==> src/hdl/tcgr_pkg.sv <==
// Shared types, codes and font geometry of the text console glyph renderer.
package tcgr_pkg;

  // Input command codes.
  localparam logic [1:0] CMD_PUT   = 2'd0;
  localparam logic [1:0] CMD_LOAD  = 2'd1;
  localparam logic [1:0] CMD_CLEAR = 2'd2;

  // Configuration register indexes.
  localparam logic [1:0] CFG_FONT_SET = 2'd0;
  localparam logic [1:0] CFG_COLUMNS  = 2'd1;
  localparam logic [1:0] CFG_ROWS     = 2'd2;

  // Character codes with a meaning of their own.
  localparam logic [7:0] CHAR_NEWLINE = 8'h0A;
  localparam logic [7:0] CHAR_RETURN  = 8'h0D;
  localparam logic [7:0] CHAR_FIRST   = 8'h20;
  localparam logic [7:0] CHAR_LAST    = 8'h7F;

  // Width of the glyph line counters; the tallest cell has twelve lines.
  localparam int unsigned LINE_W = 4;

  typedef enum logic [1:0] {
    KIND_ROW    = 2'd0,
    KIND_SCROLL = 2'd1,
    KIND_FLUSH  = 2'd2,
    KIND_CLEAR  = 2'd3
  } kind_e;

  typedef enum logic [2:0] {
    ST_IDLE,
    ST_DECODE,
    ST_GLYPH,
    ST_FLUSH,
    ST_SCROLL,
    ST_CLEAR
  } state_e;

  typedef struct packed {
    logic  item_latch;
    logic  mem_wr;
    logic  glyph_start;
    logic  rd_issue;
    logic  out_load;
    kind_e out_kind;
    logic  out_last;
    logic  cursor_commit;
    logic  cursor_home;
  } ctrl_cmd_t;

  typedef struct packed {
    logic is_load;
    logic is_clear;
    logic is_put;
    logic is_newline;
    logic is_print;
    logic need_scroll;
    logic issue_done;
    logic read_last;
  } dp_status_t;

  // Cell width in pixels: font 0 is a 9 wide cell, font 1 a 6 wide cell.
  function automatic logic [3:0] cell_width(input logic font_idx);
    return font_idx ? 4'd6 : 4'd9;
  endfunction

  // Cell height in pixel lines.
  function automatic logic [LINE_W-1:0] cell_height(input logic font_idx);
    return font_idx ? LINE_W'(12) : LINE_W'(8);
  endfunction

endpackage

==> src/hdl/tcgr_ctrl.sv <==
// Controller state machine of the text console glyph renderer.
module tcgr_ctrl
  import tcgr_pkg::*;
(
  input  logic       clk_i,
  input  logic       rst_ni,
  input  logic       in_valid_i,
  output logic       in_ready_o,
  output logic       out_valid_o,
  input  logic       out_ready_i,
  input  dp_status_t status_i,
  output ctrl_cmd_t  cmd_o
);

  state_e state_q, state_d;
  logic   out_valid_q, out_valid_d;
  logic   rd_valid_q, rd_valid_d;
  logic   out_free;
  logic   consume;

  // The output register can take a new request when empty or being emptied.
  assign out_free = !out_valid_q || out_ready_i;
  assign consume  = (state_q == ST_GLYPH) && rd_valid_q && out_free;

  always_comb begin
    state_d = state_q;
    case (state_q)
      ST_IDLE: begin
        if (in_valid_i) state_d = ST_DECODE;
      end
      ST_DECODE: begin
        if (status_i.is_clear) begin
          state_d = ST_CLEAR;
        end else if (status_i.is_put && status_i.is_print) begin
          state_d = ST_GLYPH;
        end else if (status_i.is_put && status_i.is_newline) begin
          state_d = ST_FLUSH;
        end else if (status_i.is_put && status_i.need_scroll) begin
          state_d = ST_SCROLL;
        end else begin
          state_d = ST_IDLE;
        end
      end
      ST_GLYPH: begin
        if (consume && status_i.read_last) begin
          state_d = status_i.need_scroll ? ST_SCROLL : ST_IDLE;
        end
      end
      ST_FLUSH: begin
        if (out_free) state_d = status_i.need_scroll ? ST_SCROLL : ST_IDLE;
      end
      ST_SCROLL: begin
        if (out_free) state_d = ST_IDLE;
      end
      ST_CLEAR: begin
        if (out_free) state_d = ST_IDLE;
      end
      default: state_d = ST_IDLE;
    endcase
  end

  always_comb begin
    cmd_o      = '0;
    in_ready_o = 1'b0;
    case (state_q)
      ST_IDLE: begin
        in_ready_o       = 1'b1;
        cmd_o.item_latch = in_valid_i;
      end
      ST_DECODE: begin
        cmd_o.mem_wr      = status_i.is_load;
        cmd_o.glyph_start = status_i.is_put && status_i.is_print;
        cmd_o.cursor_commit = status_i.is_put && !status_i.is_print &&
                              !status_i.is_newline && !status_i.need_scroll;
      end
      ST_GLYPH: begin
        cmd_o.rd_issue = !status_i.issue_done && (!rd_valid_q || out_free);
        cmd_o.out_load = consume;
        cmd_o.out_kind = KIND_ROW;
        cmd_o.out_last = status_i.read_last && !status_i.need_scroll;
        cmd_o.cursor_commit = consume && status_i.read_last && !status_i.need_scroll;
      end
      ST_FLUSH: begin
        cmd_o.out_load      = out_free;
        cmd_o.out_kind      = KIND_FLUSH;
        cmd_o.out_last      = !status_i.need_scroll;
        cmd_o.cursor_commit = out_free && !status_i.need_scroll;
      end
      ST_SCROLL: begin
        cmd_o.out_load      = out_free;
        cmd_o.out_kind      = KIND_SCROLL;
        cmd_o.out_last      = 1'b1;
        cmd_o.cursor_commit = out_free;
      end
      ST_CLEAR: begin
        cmd_o.out_load    = out_free;
        cmd_o.out_kind    = KIND_CLEAR;
        cmd_o.out_last    = 1'b1;
        cmd_o.cursor_home = out_free;
      end
      default: begin
        cmd_o = '0;
      end
    endcase
  end

  always_comb begin
    out_valid_d = out_valid_q;
    if (cmd_o.out_load) begin
      out_valid_d = 1'b1;
    end else if (out_ready_i) begin
      out_valid_d = 1'b0;
    end
    rd_valid_d = rd_valid_q;
    if (cmd_o.glyph_start) begin
      rd_valid_d = 1'b0;
    end else if (cmd_o.rd_issue) begin
      rd_valid_d = 1'b1;
    end else if (consume) begin
      rd_valid_d = 1'b0;
    end
  end

  always_ff @(posedge clk_i or negedge rst_ni) begin
    if (!rst_ni) begin
      state_q     <= ST_IDLE;
      out_valid_q <= 1'b0;
      rd_valid_q  <= 1'b0;
    end else begin
      state_q     <= state_d;
      out_valid_q <= out_valid_d;
      rd_valid_q  <= rd_valid_d;
    end
  end

  assign out_valid_o = out_valid_q;

  // A waiting request is never overwritten.
  assert property (@(posedge clk_i) disable iff (!rst_ni)
    cmd_o.out_load |-> (!out_valid_q || out_ready_i))
    else $error("output register overwritten while stalled");

  // An accepted request is always decoded next.
  assert property (@(posedge clk_i) disable iff (!rst_ni)
    (in_valid_i && in_ready_o) |=> (state_q == ST_DECODE))
    else $error("accepted request not decoded");

  // Glyph reads are only in flight while a glyph is being drawn.
  assert property (@(posedge clk_i) disable iff (!rst_ni)
    rd_valid_q |-> (state_q == ST_GLYPH))
    else $error("glyph read pending outside glyph drawing");

  // No read is issued once all rows of the glyph have been issued.
  assert property (@(posedge clk_i) disable iff (!rst_ni)
    cmd_o.rd_issue |-> (state_q == ST_GLYPH && !status_i.issue_done))
    else $error("glyph read issued past the last row");

endmodule

==> config.mk <==
export PLATFORM = sky130hd
export DESIGN_NAME = tcgr_ctrl
export DESIGN_NICKNAME = d
export VERILOG_FILES = /design/src/hdl/tcgr_pkg.sv /design/src/hdl/tcgr_ctrl.sv
export SDC_FILE = /design/constraint.sdc
export NUM_CORES = 1
export LEC_CHECK = 0
export BUFFER_PORTS_ARGS = -buffer_cell sky130_fd_sc_hd__buf_2
export CAP_MARGIN = 10
export CORE_MARGIN = 2
export CORE_UTILIZATION = 25
export DETAILED_ROUTE_END_ITERATION = 8
export MAX_ROUTING_LAYER = met4
export PLACE_DENSITY = 0.59
export SYNTH_ARGS = -nofsm -noshare
export SYNTH_HDL_FRONTEND = slang
export SYNTH_SLANG_ARGS = --single-unit
==> constraint.sdc <==
create_clock -name clk_i -period 1.6 [get_ports clk_i]
set_clock_uncertainty 0.2 [all_clocks]
set_input_delay 0.24 -clock clk_i [delete_from_list [all_inputs] [get_ports clk_i]]
set_output_delay 0.24 -clock clk_i [all_outputs]
set_load 0.02 [all_outputs]
==> results of run 1 <==
[per-layer routing]
metal  part of all wire (%)  vias up  wire length [um]
met1                     44      269               764
li1                       -      305                 -
met3                    5.2        5                90
met5                      0        -                 0
met4                    2.4        0                42
met2                     48       18               835
[power groups by stage]
stage | combinational (mW) | sequential [mW] | clock [mW]
4_1_cts | 1.09 | 0.231 | 0.156
6_report | 1.15 | 0.235 | 0.158
3_5_place_dp | 0.873 | 0.228 | 0
2_1_floorplan | 0.487 | 0.238 | 0
5_1_grt | 1.23 | 0.243 | 0.169
3_3_place_gp | 0.869 | 0.226 | 0
[cell families (layout without fill, tap and decap cells)]
family	after synthesis	count (layout)
mux	2	2
fa+ha+maj	3	3
flops	5	5
buf+inv	6	51
simple gates	26	26
compound gates	17	17
[worst max-delay path: stages, from the launching register on]
cell and delay [ns]:
dfrtp_2 0.45, buf_6 0.14, nor3b_4 0.24, a41oi_2 0.16, o32ai_2 0.11, buf_4 0.18
[sequential cells by signal (all words and copies together), names as in the netlist]
| name | cells |
|---|---|
| out_valid_o | 1 |
| rd_valid_q | 1 |
| state_q | 3 |
[timing repair]
item                                    4_1_cts  5_1_grt
hold buffers                                  1        0
hold endpoints to repair                      5        0
endpoints found under the setup margin       12       13
pin swaps                                     9        2
buffers inserted                              2        1
gates resized for setup                      34        4
[area by class of cell]
cell class / count / area share [%]
sequential: 5 / 13.1
tap: 27 / 3.47
inverter: 3 / 1.16
timing repair buffer: 44 / 34.3
clock buffer: 4 / 2.70
multi-input combinational: 48 / 45.3
[worst max path at each step]
| stage | startpoint | endpoint | cells past startpoint |
|---|---|---|---|
| 2_1_floorplan | out_valid_o | cmd_o[1] | 5 |
| 3_3_place_gp | state_q[2] | cmd_o[1] | 7 |
| 3_5_place_dp | state_q[2] | cmd_o[1] | 7 |
| 4_1_cts | state_q[1] | cmd_o[7] | 5 |
| 5_1_grt | state_q[2] | cmd_o[1] | 5 |
| 6_report | state_q[1] | cmd_o[1] | 5 |
[through the flow]
stage	setup WS (ns)	hold slack [ns]	area, sq um	setup TNS, ns	power, mW
after global routing	-0.450	0.132	975	-3.88	1.64
after floorplan	-0.180	-0.256	504	-0.685	0.725
after detailed placement	-0.240	-0.131	763	-0.830	1.10
final	-0.370	0.114	975	-2.95	1.54
after global placement	-0.181	-0.133	763	-0.712	1.10
after CTS	-0.357	0.120	946	-2.73	1.48
[synth_stat cells (2+ instances only)]
cell type  n  share of area [%]
mux2i_1    2                4.1
ha_1       3                7.6
o21ai_1    3                3.1
buf_2      2                2.0
o21ai_2    2                3.6
and2_1     2                2.5
dfrtp_1    5                 25
a21oi_1    4                4.1
nor2_1     5                3.8
inv_1      2                1.5
nand2_1    3                2.3
nor3_1     2                2.0
nand2b_1   3                3.8
==> summary.md, run 1 <==
| Metric | Value |
|---|---|
| Reg-to-Reg End | `state_q[2]` |
| # IOs | `24` |
| Commonest non-fill, non-tap cells in the layout | `buf_4, buf_2, buf_6` |
| Die ar. | `roughly 2300 sq um` |
| Area share of fa/ha/maj cells after synthesis | `between 7 and 8%` |
| Lkg Pwr | `around 0.43 nW` |
| Vias | `approximately 600` |
| Post-synth ARST share | `100%` |
| Largest family of logic cells by synthesized area | `simple AND/OR/NAND/NOR gates` |
| Net count after synthesis | `74` |
| Post-synth EDFFs | `0` |
| Commonest non-fill, non-tap cell in the layout | `buf_4` |
| Psw | `approximately 670 uW` |
| Data arrival time of the critical path | `about 1.5 ns` |
| Failing checks | `negative setup slack` |
| H-tree depth | `1` |
| Longest Clk Path Bufs | `2` |
| 1st-pass router iterations | `4` |
| Main flop type after synthesis | `dfrtp_1` |
| Maximum clock frequency | `between 500 and 600 MHz` |
| Crit path max fanout | `4` |
| 1st-iter DRT viols | `12` |
| CTS tree | `built` |
| GR peak layer | `met2` |
| GRT met1 Usage | `approximately 18%` |
| Global-route wire length before repair | `between 2000 and 3000 um` |
| Post-route DRC | `0` |
| Routed vias/inst | `around 4.6` |
| RSZ-0062 raised after global routing | `yes` |
| FF+latch area | `128 sq um` |
| Post-Syn Area | `~490 sq um` |
| Slew Limit Fails | `0` |
| RR Startpoint | `state_q[1]` |
| Peak VDD IR | `0.597 mV` |
| Nets | `120` |
| Antenna cells | `0` |
| Vias in the first global route | `just under 600` |
| Reg clk slew, reported paths | `0.05 ns` |
| Final antenna-violating net count | `0` |
| Multi-input gate area | `442 sq um` |
| Compound-Gate Fraction of Synth Area | `between 20% and 30%` |
| WL final | `~1700 um` |
| Mux cell area share after synthesis | `4.07%` |
| # fillers | `~180` |
| Total track usage | `roughly 16%` |
| Final setup violation count | `13` |
| Worst Hold Class | `in -> reg` |
| Worst Hold End | `state_q[0]` |
| Simple-Gate Fraction of Synth Area | `around a third` |
| Int Pwr | `873 uW` |
| Initial antenna violation count | `0` |
| Maximum Capacitance Violations | `0` |
| Clock power share | `about a tenth` |
| Site row count | `16` |
| Placer Congestion | `a little under 0.8` |
| Initial cell density of the core | `between 20% and 30%` |
| Register area share after synthesis | `roughly a quarter` |
| Hold-critical path depth | `3` |
| Minimum period implied by the final worst setup slack | `~2.0 ns` |
| Die span in x | `just under 50 um` |
| Met3 Track Usage GR | `under 10%` |
| Height of the die | `about 48 um` |
| Cell depth of the worst flop-to-flop path | `8` |
| Least-Margin Pin Slew | `roughly 0.33 ns` |
| Grt ovf | `0` |
| Part of the power in registers | `around 15%` |
| Setup ws final | `-0.370 ns` |
| Critical path launch point type | `register` |
| Fin util | `51.2%` |
| Relative slew slack | `just under 80%` |
| Largest net degree at the start of global routing | `11` |
| Area growth from synthesis to layout | `98.2%` |
| Root Driver | `clkbuf_4` |
| Post-Syn Area per Cell | `~8.3 sq um` |
| Period Utilization, post-route | `123%` |
| Met2 Usage GRT | `around a quarter` |
| Post-DP HPWL | `1210 um` |
| Req. time, crit path | `around 1.2 ns` |
| CTS Buf Count | `3` |
| Post-Synth XOR/XNOR Area | `0%` |
| Combinational Power Share | `74.5%` |
| Outcome | `complete, but fails checks` |
| Layout cell share with drive strength beyond 1 | `roughly two thirds` |
| Mapped Cells | `59` |
| Drt wl/cell | `between 10 and 15 um` |
| #FFs+latches synth | `5` |
| Syn. warnings | `0` |
| Core Region | `approximately 1900 sq um` |
| PwrDens | `around 1600 nW/um^2` |
| Sw Share | `a little over two fifths` |
| Placed cell count | `roughly 120` |
| Worst setup path class | `reg -> out` |
| IO buf count | `23` |
| Final Hold Fails | `0` |
| Worst hold path startpoint | `in_valid_i` |
| Later-pin clock latency in the skew report | `approximately 0.26 ns` |
| Setup crit end kind | `primary output` |
| Final Instance Count excl. Fillers | `131` |
| Clock Sinks | `5` |
| Cell variety after synth | `34` |
| R2R Setup Slk | `-0.13 ns` |
Note: power is estimated with default switching activity, not from simulation.
==> inputs of run 2 (changes only) <==
- HOLD_SLACK_MARGIN: default -> 0.05
- PLACE_DENSITY: 0.59 -> 0.58
- clock period: 1.6 -> 2.08 ns (I/O delays scaled with it)
==> run 2 against run 1 <==
The run now ends clean. Critical path depth unchanged. Sequential share of layout area rose by 3.7 points. Critical path type unchanged. Hold slack better by 0.035 ns. Die area is the same. Register-to-register slack better by 0.65 ns. Clock power fell by 25%. Setup slack better by 0.39 ns. Largest power group unchanged. Sequential power down 14%. Via count shrank 9.5%. Clock-buffer cell count stayed put. Highest routed layer unchanged.
==> summary.md, run 2 (same netlist as run 1, synthesis figures left out) <==
| Metric | Value |
|---|---|
| Fin Setup TNS | `0 ns` |
| Post-route DRC | `0` |
| Layout cell share with drive strength beyond 1 | `approximately 55%` |
| Nets | `about 110` |
| Part of the power in registers | `22.0%` |
| Sw Share | `~47%` |
| Drt wl/cell | `about 13 um` |
| CP max stage delay | `around 0.41 ns` |
| Final antenna-violating net count | `0` |
| Area growth from synthesis to layout | `54.5%` |
| Worst path top cell family by delay | `simple AND/OR/NAND/NOR gates` |
| FF+latch area | `128 sq um` |
| 1st-iter DRT viols | `7` |
| Placed cell count | `110` |
| Global-route wire length before repair | `2440 um` |
| Site row count | `16` |
| Int Pwr | `between 400 and 500 uW` |
| Largest net degree at the start of global routing | `11` |
| Total track usage | `a little over an eighth` |
| Crit path max fanout | `5` |
| Vias | `540` |
| Routed vias/inst | `~4.7` |
| Worst Hold Class | `in -> reg` |
| Initial antenna violation count | `0` |
| Psw | `436 uW` |
| Clock Sinks | `5` |
| Placer Congestion | `0.784` |
| Die span in x | `48.4 um` |
| Vias in the first global route | `between 500 and 600` |
| Commonest non-fill, non-tap cell in the layout | `buf_2` |
| Final setup violation count | `0` |
| Largest reg by FF count | `state_q` |
| Peak VDD IR | `between 0.4 and 0.5 mV` |
| IO buf count | `23` |
| Maximum clock frequency | `between 400 and 500 MHz` |
| Root Driver | `clkbuf_4` |
| Outcome | `completed` |
| Relative slew slack | `~80%` |
| Req. time, crit path | `1.57 ns` |
| Cell depth of the worst flop-to-flop path | `5` |
| Slew Limit Fails | `0` |
| PwrDens | `approximately 1200 nW/um^2` |
| H-tree depth | `1` |
| Commonest non-fill, non-tap cells in the layout | `buf_2, buf_4, nor2_1` |
| Post-DP HPWL | `around 1100 um` |
| Grt ovf | `0` |
| Antenna cells | `0` |
| Period Utilization, post-route | `98.8%` |
| Minimum period implied by the final worst setup slack | `~2.1 ns` |
| Maximum Capacitance Violations | `0` |
| Clock power share | `around an eighth` |
| CTS Buf Count | `3` |
| Setup ws final | `0.0252 ns` |
| CP max stage cell | `dfrtp_1` |
| Setup crit end kind | `primary output` |
| WL final | `1470 um` |
| CTS tree | `built` |
| Pre-CTS WS | `about 0.1 ns` |
| Reg clk slew, reported paths | `0.05 ns` |
| Lkg Pwr | `roughly 0.34 nW` |
| Critical-path cell list | `nand2b_4 > nor4_2 > a41oi_1 > o32ai_1 > buf_2` |
| Initial cell density of the core | `between 20% and 30%` |
| Core Region | `approximately 1900 sq um` |
| # IOs | `24` |
| Longest Clk Path Bufs | `2` |
| Die ar. | `2340 sq um` |
| Later-pin clock latency in the skew report | `0.25 ns` |
| Cell depth of the worst setup path | `5` |
| # fillers | `195` |
| 1st-pass router iterations | `4` |
| Worst setup path class | `reg -> out` |
| Multi-input gate area | `389 sq um` |
| Final Hold Fails | `0` |
| Total power | `around 920 uW` |
| Hold-critical path depth | `3` |
| Height of the die | `approximately 48 um` |
| Data arrival time of the critical path | `around 1.5 ns` |
| CP bufs+invs | `1` |
| Least-Margin Pin Slew | `0.332 ns` |
| Max reg flops | `3` |
| Final Instance Count excl. Fillers | `around 120` |
| Combinational Power Share | `65.2%` |
| RSZ-0062 raised after global routing | `yes` |
| Critical path launch point type | `register` |
==> run 2: cell types whose count changed in the layout (fill, tap and decap cells not counted), sizes merged <==
| cell | previous run | this run |
|---|---|---|
| buf | 43 | 28 |
==> run 2: metal layers <==
metal  track usage, %  vias up  share of wire [%]
met3             4.94        2                6.0
met2             21.8       18                 48
met1             17.0      243                 46
met4             2.86        0               0.27
li1                 -      277                  -
met5                -        -                  0
==> run 2: area by class of cell <==
cell class	count	share of cell area, %
clock buffers	4	3.46
inverters	3	1.48
multi-input cells	48	51.2
flip-flops and latches	5	16.8
well taps	27	4.45
repair buffers	29	22.6
==> run 2: stage by stage <==
stage	cell area (sq um)	utilization (%)	hold WS (ns)
floorplan	492	-	-0.184
global placement	653	34.3	-0.0607
detailed placement	653	34.3	-0.0578
CTS	708	37.2	0.143
global route	759	39.9	0.171
finish	759	39.9	0.149
==> run 2: timing repair <==
item | 4_1_cts | 5_1_grt
setup endpoints to repair | 2 | 3
pin swaps | 1 | 2
buffers inserted | 0 | 1
hold buffers | 1 | 0
gates resized for setup | 7 | 9
hold endpoints to repair | 5 | 0
==> run 2: worst paths after layout <==
kind	slack (ns)	from	end
setup / recovery	0.03	state_q[2]	cmd_o[1]
hold / removal	0.15	status_i[1]	rd_valid_q
setup reg to reg	0.52	state_q[2]	state_q[1]
hold reg to reg	0.42	rd_valid_q	rd_valid_q
max in group asynchronous	1.31	rst_ni	state_q[0]
min in group asynchronous	0.21	rst_ni	state_q[2]
==> run 2: power by group through the flow <==
stage,clock [mW],sequential (mW),combinational [mW]
4_1_cts,0.123,0.192,0.538
3_3_place_gp,0,0.187,0.523
2_1_floorplan,0,0.180,0.364
6_report,0.118,0.203,0.601
3_5_place_dp,0,0.186,0.525
5_1_grt,0.128,0.210,0.661
==> run 2: worst register-to-register path, stage by stage, from the launching register on <==
cell and delay [ns]:
dfrtp_1 0.41, buf_6 0.15, nor3_1 0.27, nand2b_1 0.12, o21ai_2 0.10, mux2i_1 0.22
==> inputs of run 3 (changes only) <==
- CORE_UTILIZATION: 25 -> 30
- PLACE_DENSITY: 0.58 -> 0.65
==> run 3 against run 2 <==
Clock-buffer cell count unchanged. Die area decreased by 15%. Critical path depth unchanged. Hold slack worse by 0.0012 ns. Clock power grew 4%. Combinational power increased by 4.3%. Setup slack got worse by 0.00061 ns. Global-route usage grew 3.1 points. Critical endpoint is now cmd_o[5]. Largest power group unchanged. Highest routed layer unchanged.
==> summary.md, run 3 (same netlist as run 1, synthesis figures left out) <==
| Metric | Value |
|---|---|
| Nets | `~110` |
| # fillers | `around 150` |
| Worst Hold Class | `in -> reg` |
| Relative slew slack | `between 70 and 80%` |
| Least-Margin Pin Slew | `just over 0.3 ns` |
| Routed vias/inst | `5.37` |
| Vias | `between 500 and 600` |
| Outcome | `completed` |
| CTS Buf Count | `3` |
| Req. time, crit path | `about 1.6 ns` |
| Maximum clock frequency | `between 400 and 500 MHz` |
| Drt wl/cell | `approximately 14 um` |
| CP startpoint | `state_q[2]` |
| Setup ws final | `between 0.02 and 0.025 ns` |
| Grt ovf | `0` |
| WL final | `approximately 1500 um` |
| Pre-CTS WS | `about 0.20 ns` |
| CTS tree | `built` |
| # IOs | `24` |
| Sw Share | `a little under half` |
| Core Region | `between 1500 and 2000 sq um` |
| Worst hold path startpoint | `status_i[1]` |
| Combinational Power Share | `66.1%` |
| Placer Congestion | `slightly above 0.8` |
| Root Driver | `clkbuf_4` |
| RSZ-0062 raised after global routing | `yes` |
| Die ar. | `around 2000 sq um` |
| Slew Limit Fails | `0` |
| Maximum Capacitance Violations | `0` |
| Height of the die | `about 44 um` |
| Lkg Pwr | `0.343 nW` |
| Initial antenna violation count | `0` |
| Part of the power in registers | `between 20% and 30%` |
| 1st-iter DRT viols | `9` |
| Largest reg by FF count | `state_q` |
| Commonest non-fill, non-tap cell in the layout | `buf_2` |
| Final antenna-violating net count | `0` |
| Data arrival time of the critical path | `between 1.5 and 2 ns` |
| Vias in the first global route | `542` |
| Critical path launch point type | `register` |
| Setup crit end kind | `primary output` |
| Post-DP HPWL | `about 1000 um` |
| H-tree depth | `1` |
| Hold Slack | `approximately 0.15 ns` |
| Int Pwr | `499 uW` |
| Post-route DRC | `0` |
| Die span in x | `~44 um` |
| Crit path max fanout | `6` |
| Reg clk slew, reported paths | `roughly 0.05 ns` |
| Layout cell share with drive strength beyond 1 | `between 50% and 60%` |
| Minimum period implied by the final worst setup slack | `2.06 ns` |
| Later-pin clock latency in the skew report | `around 0.25 ns` |
| Clock power share | `12.9%` |
| Max reg flops | `3` |
| 1st-pass router iterations | `4` |
| Final Hold Fails | `0` |
| Total track usage | `16.9%` |
| Fin util | `around half` |
| Initial cell density of the core | `between 30% and 40%` |
| Commonest non-fill, non-tap cells in the layout | `buf_2, buf_4, nor2_1` |
| Peak VDD IR | `around 0.42 mV` |
| Global-route wire length before repair | `around 2400 um` |
| Largest net degree at the start of global routing | `11` |
| Site row count | `14` |
| Area growth from synthesis to layout | `57.3%` |
| Longest Clk Path Bufs | `2` |
| Period Utilization, post-route | `a little over nine tenths` |
| RR Startpoint | `state_q[2]` |
| Worst setup path class | `reg -> out` |
| Final setup violation count | `0` |
| Psw | `~450 uW` |
| IO buf count | `23` |
| Antenna cells | `0` |
| Clock Sinks | `5` |
| PwrDens | `1230 nW/um^2` |
-- run 3: changes by cell type in the layout (fill, tap and decap cells not counted), sizes merged --
cell | previous run | this run
buf | 28 | 29
-- run 3: stage by stage --
step / area, sq um / instances / power [mW] / TNS (ns)
global route: 773 / 106 / 1.02 / -0.196
floorplan: 492 / 59 / 0.544 / 0
detailed placement: 639 / 99 / 0.707 / 0
finish: 773 / 106 / 0.948 / 0
CTS: 694 / 104 / 0.859 / 0
global placement: 639 / 99 / 0.706 / 0
-- run 3: per-layer routing --
| layer | vias up | global-route usage (%) | part of all wire (%) |
|---|---|---|---|
| li1 | 279 | - | - |
| met1 | 265 | 20.9 | 47 |
| met2 | 21 | 25.2 | 46 |
| met3 | 4 | 2.45 | 4.3 |
| met4 | 0 | 10.9 | 3.1 |
| met5 | - | - | 0 |
-- run 3: worst max-delay path: stages, from the launching register on --
cell and delay (ns):
dfrtp_1 0.41, buf_6 0.15, and2b_4 0.27, o21ai_2 0.06, a211oi_2 0.21, buf_4 0.18
-- run 3: area by class of cell --
| class | count | area, sq um | area share, % |
|---|---|---|---|
| clock buffer | 4 | 26.3 | 3.40 |
| tap | 16 | 20.0 | 2.59 |
| sequential | 5 | 128 | 16.5 |
| inverter | 3 | 13.8 | 1.78 |
| multi-input combinational | 48 | 402 | 51.9 |
| timing repair buffer | 30 | 184 | 23.8 |
-- run 3: worst paths after layout --
kind / end / slack [ns] / cells after the start
setup / recovery: cmd_o[5] / 0.02 / 5
hold / removal: rd_valid_q / 0.15 / 3
hold reg to reg: rd_valid_q / 0.41 / 2
min in group asynchronous: rd_valid_q / 0.21 / 2
max in group asynchronous: state_q[1] / 1.32 / 2
setup reg to reg: state_q[2] / 0.48 / 6
-- run 3: power groups by stage --
stage               Clock [mW]  Combinational [mW]  Sequential [mW]
finish                   0.123               0.627            0.199
global placement             0               0.522            0.184
detailed placement           0               0.524            0.183
global route             0.138               0.681            0.204
floorplan                    0               0.364            0.180
CTS                      0.126               0.550            0.183
-- run 3: repair_timing --
item,4_1_cts,5_1_grt
buffers inserted,0,2
hold buffers,1,0
pin swaps,2,6
endpoints found under the setup margin,2,5
hold endpoints to repair,5,0
resized for setup,5,14
